## src/hw/rtl/lct_pkg.sv

```systemverilog
// ----------------------------------------------------------------------------
// LFU cache table package
// Sizes, command codes and the scan unit result type.
// ----------------------------------------------------------------------------
package lct_pkg;

   localparam int NumEntries = 16;
   localparam int IdxW       = (NumEntries > 1) ? $clog2(NumEntries) : 1;
   localparam int OccW       = $clog2(NumEntries + 1);
   localparam int CapW       = 5;
   localparam int LimW       = (OccW > CapW) ? OccW : CapW;
   localparam int KeyW       = 32;
   localparam int DataW      = 32;
   localparam int CountW     = 32;
   localparam int StampW     = 64;

   localparam logic [CapW-1:0] CapReset = CapW'(16);

   localparam logic CMD_GET = 1'b0;
   localparam logic CMD_PUT = 1'b1;

   // Per-entry verdict of the shared compare unit
   typedef struct packed {
      logic key_match;   // valid entry holding the requested key
      logic take_victim; // valid entry that beats the current victim
   } scan_res_type;

endpackage

```

## src/hw/rtl/lct_scan.sv

```systemverilog
// ----------------------------------------------------------------------------
// LFU cache table scan unit
// One key comparator and one count/stamp comparator, shared over all entries.
// ----------------------------------------------------------------------------
module lct_scan import lct_pkg::*; (
   input  logic              ent_valid,
   input  logic [KeyW-1:0]   ent_key,
   input  logic [CountW-1:0] ent_count,
   input  logic [StampW-1:0] ent_stamp,
   input  logic [KeyW-1:0]   key,
   input  logic              best_have,
   input  logic [CountW-1:0] best_count,
   input  logic [StampW-1:0] best_stamp,
   output scan_res_type      res
);

   logic count_less;
   logic count_equal;
   logic stamp_older;

   // Order by use count, then by age
   assign count_less  = ent_count < best_count;
   assign count_equal = ent_count == best_count;
   assign stamp_older = ent_stamp < best_stamp;

   assign res.key_match   = ent_valid && (ent_key == key);
   assign res.take_victim = ent_valid &&
                            (!best_have || count_less || (count_equal && stamp_older));

endmodule

```

## src/hw/rtl/lfu_cache_table.sv

```systemverilog
// ----------------------------------------------------------------------------
// LFU cache table: 16-entry key/value cache, LFU replacement, LRU tie-break
// Get or update: lookup to hit or last entry, apply, result. New-key put:
// full lookup, apply, one eviction scan per eviction and insert unless the
// capacity is zero, result. The next item is taken in the cycle after the
// result register loads; one comparator scans one entry per cycle.
// Reset clears all valid bits and the stamp counter and sets capacity to 16.
// ----------------------------------------------------------------------------
module lfu_cache_table import lct_pkg::*; (
   input  logic                    clock,
   input  logic                    reset,
   input  logic                    req_valid,
   output logic                    req_ready,
   input  logic                    req_command,
   input  logic signed [KeyW-1:0]  req_key,
   input  logic signed [DataW-1:0] req_write_value,
   output logic                    rsp_valid,
   input  logic                    rsp_ready,
   output logic                    rsp_hit,
   output logic signed [DataW-1:0] rsp_read_value,
   input  logic                    csr_write_enable,
   input  logic [CapW-1:0]         csr_write_data
);

   localparam logic [2:0] S_IDLE   = 3'd0;
   localparam logic [2:0] S_LOOKUP = 3'd1;
   localparam logic [2:0] S_APPLY  = 3'd2;
   localparam logic [2:0] S_EVICT  = 3'd3;
   localparam logic [2:0] S_INSERT = 3'd4;
   localparam logic [2:0] S_RESP   = 3'd5;

   localparam logic [IdxW-1:0]   LastIdx  = IdxW'(NumEntries - 1);
   localparam logic [CountW-1:0] CountMax = '1;

   // Entry store
   logic              valid_ff [NumEntries];
   logic [KeyW-1:0]   ekey_ff  [NumEntries];
   logic [DataW-1:0]  edata_ff [NumEntries];
   logic [CountW-1:0] ecnt_ff  [NumEntries];
   logic [StampW-1:0] estamp_ff[NumEntries];

   // Control state
   logic [2:0]        state_ff, state_in;
   logic [IdxW-1:0]   idx_ff, idx_in;
   logic [CapW-1:0]   cap_ff;
   logic [LimW-1:0]   lim_ff, lim_in;
   logic [LimW-1:0]   occ_ff, occ_in;
   logic [StampW-1:0] stamp_ff, stamp_in;
   logic              found_ff, found_in;
   logic              free_have_ff, free_have_in;
   logic              vic_have_ff, vic_have_in;
   logic              rsp_valid_ff, rsp_valid_in;

   // Working payload
   logic              cmd_ff, cmd_in;
   logic [KeyW-1:0]   key_ff, key_in;
   logic [DataW-1:0]  wval_ff, wval_in;
   logic [IdxW-1:0]   slot_ff, slot_in;
   logic [DataW-1:0]  rdata_ff, rdata_in;
   logic [CountW-1:0] hcnt_ff, hcnt_in;
   logic [IdxW-1:0]   free_ff, free_in;
   logic [IdxW-1:0]   vic_ff, vic_in;
   logic [CountW-1:0] vic_cnt_ff, vic_cnt_in;
   logic [StampW-1:0] vic_stamp_ff, vic_stamp_in;
   logic              res_hit_ff, res_hit_in;
   logic [DataW-1:0]  res_val_ff, res_val_in;
   logic              rsp_hit_ff, rsp_hit_in;
   logic [DataW-1:0]  rsp_val_ff, rsp_val_in;

   // Store write controls
   logic              touch_en;
   logic              upd_en;
   logic              ins_en;
   logic              clr_en;
   logic [IdxW-1:0]   clr_idx;

   logic              fin_have;
   logic [IdxW-1:0]   fin_idx;
   scan_res_type      scan;

   lct_scan u_scan (
      .ent_valid  (valid_ff[idx_ff]),
      .ent_key    (ekey_ff[idx_ff]),
      .ent_count  (ecnt_ff[idx_ff]),
      .ent_stamp  (estamp_ff[idx_ff]),
      .key        (key_ff),
      .best_have  (vic_have_ff),
      .best_count (vic_cnt_ff),
      .best_stamp (vic_stamp_ff),
      .res        (scan)
   );

   assign req_ready      = (state_ff == S_IDLE);
   assign rsp_valid      = rsp_valid_ff;
   assign rsp_hit        = rsp_hit_ff;
   assign rsp_read_value = rsp_val_ff;

   // Victim after this entry is weighed
   assign fin_have = scan.take_victim || vic_have_ff;
   assign fin_idx  = scan.take_victim ? idx_ff : vic_ff;

   // Sequencer
   always_comb begin
      state_in     = state_ff;
      idx_in       = idx_ff;
      lim_in       = lim_ff;
      occ_in       = occ_ff;
      stamp_in     = stamp_ff;
      found_in     = found_ff;
      free_have_in = free_have_ff;
      vic_have_in  = vic_have_ff;
      cmd_in       = cmd_ff;
      key_in       = key_ff;
      wval_in      = wval_ff;
      slot_in      = slot_ff;
      rdata_in     = rdata_ff;
      hcnt_in      = hcnt_ff;
      free_in      = free_ff;
      vic_in       = vic_ff;
      vic_cnt_in   = vic_cnt_ff;
      vic_stamp_in = vic_stamp_ff;
      res_hit_in   = res_hit_ff;
      res_val_in   = res_val_ff;
      rsp_hit_in   = rsp_hit_ff;
      rsp_val_in   = rsp_val_ff;
      rsp_valid_in = rsp_valid_ff && !rsp_ready;
      touch_en     = 1'b0;
      upd_en       = 1'b0;
      ins_en       = 1'b0;
      clr_en       = 1'b0;
      clr_idx      = fin_idx;

      case (state_ff)
         S_IDLE: begin
            if (req_valid) begin
               cmd_in       = req_command;
               key_in       = req_key;
               wval_in      = req_write_value;
               lim_in       = (cap_ff > CapW'(NumEntries)) ? LimW'(NumEntries)
                                                           : LimW'(cap_ff);
               idx_in       = '0;
               found_in     = 1'b0;
               free_have_in = 1'b0;
               state_in     = S_LOOKUP;
            end
         end

         // Scan for the key; note the lowest free slot on the way
         S_LOOKUP: begin
            if (scan.key_match) begin
               found_in = 1'b1;
               slot_in  = idx_ff;
               rdata_in = edata_ff[idx_ff];
               hcnt_in  = ecnt_ff[idx_ff];
               state_in = S_APPLY;
            end else begin
               if (!valid_ff[idx_ff] && !free_have_ff) begin
                  free_have_in = 1'b1;
                  free_in      = idx_ff;
               end
               if (idx_ff == LastIdx) begin
                  state_in = S_APPLY;
               end else begin
                  idx_in = idx_ff + 1'b1;
               end
            end
         end

         S_APPLY: begin
            state_in = S_RESP;
            if (found_ff) begin
               touch_en   = 1'b1;
               stamp_in   = stamp_ff + 1'b1;
               res_hit_in = 1'b1;
               if (cmd_ff == CMD_PUT) begin
                  upd_en     = 1'b1;
                  res_val_in = '0;
               end else begin
                  res_val_in = rdata_ff;
               end
            end else if (cmd_ff == CMD_GET) begin
               res_hit_in = 1'b0;
               res_val_in = '1;
            end else begin
               res_hit_in = 1'b0;
               res_val_in = '0;
               if (lim_ff == '0) begin
                  state_in = S_RESP;
               end else if (occ_ff >= lim_ff) begin
                  idx_in      = '0;
                  vic_have_in = 1'b0;
                  state_in    = S_EVICT;
               end else begin
                  state_in = S_INSERT;
               end
            end
         end

         // Search the minimum count, oldest stamp first on ties
         S_EVICT: begin
            if (scan.take_victim) begin
               vic_have_in  = 1'b1;
               vic_in       = idx_ff;
               vic_cnt_in   = ecnt_ff[idx_ff];
               vic_stamp_in = estamp_ff[idx_ff];
            end
            if (idx_ff == LastIdx) begin
               state_in = S_INSERT;
               if (fin_have) begin
                  clr_en = 1'b1;
                  occ_in = occ_ff - 1'b1;
                  if (!free_have_ff || (fin_idx < free_ff)) begin
                     free_in = fin_idx;
                  end
                  free_have_in = 1'b1;
                  if ((occ_ff - 1'b1) >= lim_ff) begin
                     idx_in      = '0;
                     vic_have_in = 1'b0;
                     state_in    = S_EVICT;
                  end
               end
            end else begin
               idx_in = idx_ff + 1'b1;
            end
         end

         S_INSERT: begin
            ins_en   = 1'b1;
            occ_in   = occ_ff + 1'b1;
            stamp_in = stamp_ff + 1'b1;
            state_in = S_RESP;
         end

         // Hand the result to the output register once it is free
         S_RESP: begin
            if (!rsp_valid_ff || rsp_ready) begin
               rsp_valid_in = 1'b1;
               rsp_hit_in   = res_hit_ff;
               rsp_val_in   = res_val_ff;
               state_in     = S_IDLE;
            end
         end

         default: begin
            state_in = S_IDLE;
         end
      endcase
   end

   // Control registers
   always_ff @(posedge clock) begin
      if (reset) begin
         state_ff     <= S_IDLE;
         cap_ff       <= CapReset;
         occ_ff       <= '0;
         stamp_ff     <= '0;
         rsp_valid_ff <= 1'b0;
         found_ff     <= 1'b0;
         free_have_ff <= 1'b0;
         vic_have_ff  <= 1'b0;
      end else begin
         state_ff     <= state_in;
         occ_ff       <= occ_in;
         stamp_ff     <= stamp_in;
         rsp_valid_ff <= rsp_valid_in;
         found_ff     <= found_in;
         free_have_ff <= free_have_in;
         vic_have_ff  <= vic_have_in;
         if (csr_write_enable) begin
            cap_ff <= csr_write_data;
         end
      end
   end

   // Payload registers
   always_ff @(posedge clock) begin
      idx_ff       <= idx_in;
      lim_ff       <= lim_in;
      cmd_ff       <= cmd_in;
      key_ff       <= key_in;
      wval_ff      <= wval_in;
      slot_ff      <= slot_in;
      rdata_ff     <= rdata_in;
      hcnt_ff      <= hcnt_in;
      free_ff      <= free_in;
      vic_ff       <= vic_in;
      vic_cnt_ff   <= vic_cnt_in;
      vic_stamp_ff <= vic_stamp_in;
      res_hit_ff   <= res_hit_in;
      res_val_ff   <= res_val_in;
      rsp_hit_ff   <= rsp_hit_in;
      rsp_val_ff   <= rsp_val_in;
   end

   // Valid bits
   always_ff @(posedge clock) begin
      if (reset) begin
         for (int i = 0; i < NumEntries; i++) begin
            valid_ff[i] <= 1'b0;
         end
      end else begin
         if (clr_en) begin
            valid_ff[clr_idx] <= 1'b0;
         end
         if (ins_en) begin
            valid_ff[free_ff] <= 1'b1;
         end
      end
   end

   // Entry fields: touch, update and insert
   always_ff @(posedge clock) begin
      if (touch_en) begin
         ecnt_ff[slot_ff]   <= (hcnt_ff == CountMax) ? hcnt_ff : hcnt_ff + 1'b1;
         estamp_ff[slot_ff] <= stamp_ff;
      end
      if (upd_en) begin
         edata_ff[slot_ff] <= wval_ff;
      end
      if (ins_en) begin
         ekey_ff[free_ff]   <= key_ff;
         edata_ff[free_ff]  <= wval_ff;
         ecnt_ff[free_ff]   <= CountW'(1);
         estamp_ff[free_ff] <= stamp_ff;
      end
   end

endmodule

```

## config.mk

```make
export PLATFORM = sky130hd
export DESIGN_NAME = lfu_cache_table
export DESIGN_NICKNAME = d
export VERILOG_FILES = /design/src/hw/rtl/lct_pkg.sv /design/src/hw/rtl/lct_scan.sv /design/src/hw/rtl/lfu_cache_table.sv
export SDC_FILE = /design/constraint.sdc
export NUM_CORES = 2
export LEC_CHECK = 0
export BUFFER_PORTS_ARGS = -buffer_cell sky130_fd_sc_hd__buf_2
export CAP_MARGIN = 25
export CORE_ASPECT_RATIO = 0.8
export CORE_UTILIZATION = 45
export CTS_CLUSTER_SIZE = 30
export DETAILED_ROUTE_END_ITERATION = 10
export PLACE_DENSITY_LB_ADDON = 0.05
export SETUP_SLACK_MARGIN = 0.5
export SYNTH_ARGS = -nofsm -noshare
export SYNTH_HDL_FRONTEND = slang
export SYNTH_SLANG_ARGS = --single-unit
```

## constraint.sdc

```tcl
create_clock -name clock -period 16.31 [get_ports clock]
set_input_delay 1.631 -clock clock [delete_from_list [all_inputs] [get_ports clock]]
set_output_delay 1.631 -clock clock [all_outputs]
set_load 0.02 [all_outputs]
```

Word-level counts from Yosys, hierarchy flattened
Memory sizes are Yosys's and may differ from the RTL's. A register that Yosys moved wholly into a read port is not among the register bits. Cells that the tools add are included.

Flip-flop bits (word level): 361. RAM bits: 2576. Bits of input ports: 75. Output and inout bits: 35. Memories: 5.

Memory list: estamp_ff (words 16, bits a word 64, rd ports 1, clocked after Yosys merged registers in 1, write ports 1, line lfu_cache_table.sv:40) `logic [StampW-1:0] estamp_ff[NumEntries];`; ecnt_ff (words 16, bits a word 32, rd ports 1, clocked after Yosys merged registers in 1, write ports 1, line lfu_cache_table.sv:39) `logic [CountW-1:0] ecnt_ff [NumEntries];`; edata_ff (words 16, bits a word 32, rd ports 1, clocked after Yosys merged registers in 1, write ports 1, line lfu_cache_table.sv:38) `logic [DataW-1:0] edata_ff [NumEntries];`; ekey_ff (words 16, bits a word 32, rd ports 1, clocked after Yosys merged registers in 1, write ports 1, line lfu_cache_table.sv:37) `logic [KeyW-1:0] ekey_ff [NumEntries];`; valid_ff (words 16, bits a word 1, rd ports 1, clocked after Yosys merged registers in 1, write ports 16, line lfu_cache_table.sv:36) `logic valid_ff [NumEntries];`.

$add $sub $neg: 5. Order comparisons: 6. Equal/unequal tests: 26. Mux-type cells: 99. Reductions and logical operators: 41.

Operators by type and width (number): $mux W32 (6); $mux W64 (2); $pmux W64 S2 (1); $mux W4 (25); $add A64 B1 Y64 const B (1); $eq A32 B32 Y1 (2); $lt A64 B64 Y1 (1); $reduce_or A32 Y1 (2); $reduce_or A64 Y1 (1); $mux W1 (45); $mux W3 (11); $add A32 B1 Y32 const B (1); $eq A32 B32 Y1 const B (1); $lt A32 B32 Y1 (1); $ne A2 B2 Y1 const B (14); $pmux W3 S6 (1); $pmux W4 S4 (1); $reduce_and A6 Y1 (2); $ge A5 B5 Y1 (2); $mux W5 (2); $pmux W5 S2 (1); $reduce_and A10 Y1 (1); $reduce_and A2 Y1 (5); $reduce_bool A2 Y1 (5); other kinds (24) (43).

Depth between registers and ports, before layout
Depth in word-level cells: 14. Mapped depth: 27. Depth with buffers taken out: 18.

By module
Synthesis repeated with hierarchy kept, for this count alone.

Cells, all modules: 5218. Area, all modules: 114887.7 um^2.

Modules (own cells, without submodules): lfu_cache_table (instances 1, cells an instance 4838, area an instance 112091.3 um^2, sequential area each 88424.8 um^2); lct_scan (instances 1, cells an instance 380, area an instance 2796.4 um^2, sequential area each 0.0 um^2).

Least setup slack after synthesis
No wires, ideal clock.

Kind: flip-flop to flip-flop. Start point: register (tool-made name). End point: register vic_cnt_ff[0], read port of ecnt_ff, enable pin. Arrival time: 11.323 ns. Setup slack: 4.319 ns. Stages on the path, launching flop included: 20. Buffers on the path: 9. Clock period less this slack: 11.991 ns. Path through: dfxtp_1 buf_6 buf_12 buf_12 buf_12 buf_4 buf_2 clkbuf_1 buf_1 mux4_2 mux4_2 ha_1 a211oi_1 o21ai_0 o2111ai_1 nor4b_1 a2bb2oi_1 o21ai_0 clkbuf_1 nor3_1.

RTL lines: end, declared (line lfu_cache_table.sv:63) `logic [CountW-1:0] vic_cnt_ff, vic_cnt_in;`.

==> summary.md <==
| Metric | Value |
|---|---|
| Final total negative setup slack | `0 ns` |
| Post-synthesis async set-or-reset flop share | `0%` |
| P per Cell Area | `153 nW/um2` |
| Worst hold start | `res_val_ff[2]` |
| Port-buffer cells | `approximately 110` |
| Post-DP HPWL | `~140,000 um` |
| Static Leak | `between 40 and 50 nW` |
| RSZ-0062 raised after global routing | `false` |
| Vias in the first global route | `roughly 57,000` |
| Area of the mapped netlist | `roughly 120,000 um2` |
| Mapped Cells | `between 5,000 and 6,000` |
| Area growth syn-to-layout | `13.2%` |
| Actual slew at the worst max-slew pin | `between 1 and 1.5 ns` |
| Main synth FF type | `edfxtp_1` |
| Worst setup path end | `vic_cnt_ff[28]` |
| Worst Path Arrival | `between 9 and 10 ns` |
| Clk Latency, worst-skew pair | `between 0.8 and 0.9 ns` |
| Post-cts hold buffer count | `0` |
| Area share of xor/xnor cells in the synthesized design | `less than 1%` |
| Clock Pin Slew Worst Setup and Hold Paths | `0.06 ns` |
| R2R depth | `18` |
| Crit-path max FO | `54` |
| Initial DRT Pass Iterations | `5` |
| H-tree levels | `5` |
| Core area | `~260,000 um2` |
| Worst r2r dst | `vic_cnt_ff[28]` |
| Ports | `110` |
| Die Span Y | `roughly 460 um` |
| Critical Path Start Type | `flop` |
| Synth cell types | `slightly above 70` |
| R2r setup slk | `between 7 and 8 ns` |
| Hold Crit Class | `reg2reg` |
| First-pass GRT wire length | `406,000 um` |
| Share of layout cells above drive strength 1 | `a little under a quarter` |
| Final Skew | `around 0.03 ns` |
| CTS Buf Count | `about 310` |
| WP data required | `16.77 ns` |
| Fin nets | `~6,000` |
| Final hold vios | `0` |
| Simple-gate share of the synthesized area | `2.57%` |
| Final worst path period share | `about 54%` |
| GRT Util Overall | `between 20 and 25%` |
| Status | `complete, no violations` |
| Vias per inst | `around 5.8` |
| Post-Place Cells | `~8,900` |
| Die ar. | `between 200,000 and 300,000 um2` |
| Crit end category | `flop` |
| Peak supply drop | `~150 uV` |
| Mux contribution to synthesized area | `between 10% and 20%` |
| Largest net degree at the start of global routing | `approximately 120` |
| Gr ovfl total | `0` |
| Drt total wl | `about 280,000 um` |
| Initial antenna violation count | `4` |
| Largest family of logic cells by synthesized area | `multiplexers` |
| Routed vias | `54,800` |
| Post-route DRC | `0` |
| Slew margin rel. | `between 20% and 30%` |
| Seq/Total Area, Yosys | `between 70% and 80%` |
| Maximum operating frequency | `roughly 0.11 GHz` |
| Final setup vio count | `0` |
| EDFF count, synth | `about 2,900` |
| Synth Area in Compound Gates | `under 10%` |
| Clock tree buffer depth | `4` |
| WS Path Type | `reg2reg` |
| RePlAce Congestion | `approximately 0.76` |
| DRT iter0 DRCs | `about 4,700` |
| Synthesis-stage register bit count | `between 2,000 and 3,000` |
| Number of clock sinks | `between 2,000 and 3,000` |
| YS warnings | `0` |
| Resized Gates After CTS | `0` |
| Die Width | `569 um` |
| Number of nets with antenna violations after routing | `0` |
| Rows | `166` |
| CTS tree | `built` |
| Avg Cell Area, Syn | `21.0 um2` |
| Maxcap violations | `0` |
| Post-CTS Setup Bufs | `0` |
| WL per Instance | `approximately 29 um` |
| Slew Limit Fails | `0` |
| Adder-cell area share of the yosys netlist | `under 10%` |
| Initial Util | `between 40% and 50%` |
| Min cycle time layout | `8.85 ns` |
| Synthesized Nets | `roughly 5,700` |
| Finished Layout Cells | `approximately 9,500` |
| Root Driver | `clkbuf_16` |
-- power breakdown --
| group | switching (mW) | internal [mW] | total, mW |
|---|---|---|---|
| clock | 2.87 | 4.06 | 6.94 |
| combinational | 2.28 | 1.97 | 4.25 |
| sequential | 0.198 | 8.62 | 8.82 |
-- per-layer routing --
layer	GRT usage (%)	wire length, um
met1	32.4	130000
met2	34.2	130000
met3	2.58	11600
met4	5.09	5950
met5	0	9
-- cells by family (layout without fill, tap and decap cells) --
family | after synthesis | in the layout
buffers and inverters | 411 | 954
AOI/OAI and AO/OA | 414 | 414
xor gates and xnor gates | 118 | 118
and+or+nand+nor | 614 | 614
muxes | 868 | 868
DFF | 2973 | 2973
other | 0 | 1
adders and majority gates | 113 | 113
-- registers in the layout, summed over array words and instances (netlist names), 3 cells and up, named ones only --
| name | flops |
|---|---|
| vic_ff | 4 |
| stamp_ff | 64 |
| state_ff | 3 |
| lim_ff | 5 |
| cap_ff | 5 |
| estamp_ff | 1024 |
| res_val_ff | 32 |
| hcnt_ff | 32 |
| free_ff | 4 |
| slot_ff | 4 |
| valid_ff | 16 |
| wval_ff | 32 |
| rdata_ff | 32 |
| vic_stamp_ff | 64 |
| rsp_read_value | 32 |
| edata_ff | 512 |
| idx_ff | 4 |
| key_ff | 32 |
| ecnt_ff | 512 |
| ekey_ff | 512 |
| occ_ff | 5 |
| vic_cnt_ff | 32 |
-- stage by stage --
stage / hold slack (ns) / util, % / worst slack (ns) / area, um2 / power [mW]
2_1_floorplan: 0.400 / - / 4.32 / 116000 / 12.1
3_3_place_gp: 0.404 / 47.3 / 7.11 / 121000 / 13.3
3_5_place_dp: 0.406 / 47.3 / 7.13 / 121000 / 13.3
4_1_cts: 0.412 / 51.1 / 7.10 / 131000 / 20.3
5_1_grt: 0.424 / 51.2 / 6.61 / 131000 / 20.8
6_report: 0.414 / 51.2 / 7.46 / 131000 / 20.0
-- layout by cell type (no fill, tap or decap), drive strengths merged, types with 36 or more instances in the layout --
cell    netlist  layout
a221oi       39      39
nand2       129     129
buf         103     249
nor2        184     184
xnor2        60      60
nand4        44      44
clkinv        1     102
mux2i       148     148
ha          113     113
a21oi       131     131
xor2         58      58
edfxtp     2888    2888
inv         158     166
clkbuf      148     409
mux2         36      36
dfxtp        85      85
mux4        684     684
nand3        64      64
nor3         59      59
o21ai       104     104
-- layout make-up --
type                    count  area, um2
flip-flops and latches   2973      88400
repair buffers            251       1840
diodes                      1       2.50
clock buffers             407       8530
inverters                 159        597
fillers                 20200     125000
multi-input cells        2127      25800
well taps                3444       4310
clock inverters           137       1290
-- critical path, stage by stage, from the launching register on --
cell and delay [ns]:
dfxtp_4 0.79, buf_4 0.83, buf_4 0.69, buf_4 0.81, mux4_2 0.58, nor2b_1 0.15, a211oi_1 0.25, a21oi_1 0.12
ha_1 0.36, a211oi_1 0.26, nor2_1 0.09, o311ai_0 0.28, o211ai_1 0.13, a31oi_1 0.78, a2111oi_2 0.17, buf_4 0.24
nor3_2 0.26, buf_4 0.78, buf_4 0.69
-- Yosys cell counts, types with 6 or more instances --
master	instances	area (um2)
a211oi_1	28	210
a21o_1	15	113
a21oi_1	131	656
a221oi_1	38	333
a22oi_1	35	263
a31oi_1	9	56.3
and2_1	12	75.1
and3_1	22	138
and4_1	14	123
buf_1	51	191
buf_2	26	130
buf_4	16	120
buf_6	6	67.6
clkbuf_1	147	552
dfxtp_1	85	1700
edfxtp_1	2888	86700
ha_1	113	1410
inv_1	158	593
mux2_2	32	360
mux2i_1	148	1480
mux4_1	14	368
mux4_2	670	15100
nand2_1	129	484
nand2b_1	10	62.6
nand3_1	64	320
nand4_1	44	275
nor2_1	184	691
nor2b_1	23	144
nor3_1	59	295
nor4_1	12	75.1
o21a_1	8	60.1
o21ai_0	104	521
o41ai_1	16	140
or2_2	6	37.5
or3_1	19	119
xnor2_1	57	499
xor2_1	58	508
-- worst min-delay path by stage --
stage                               endpoint  slack [ns]  cells past startpoint
after global placement    rsp_read_value[10]        0.40                      0
after CTS                  rsp_read_value[2]        0.41                      0
after global routing       rsp_read_value[2]        0.42                      0
after floorplan                      rsp_hit        0.40                      0
final                      rsp_read_value[2]        0.41                      0
after detailed placement  rsp_read_value[10]        0.41                      0
Note: power is estimated with default switching activity, not from simulation.
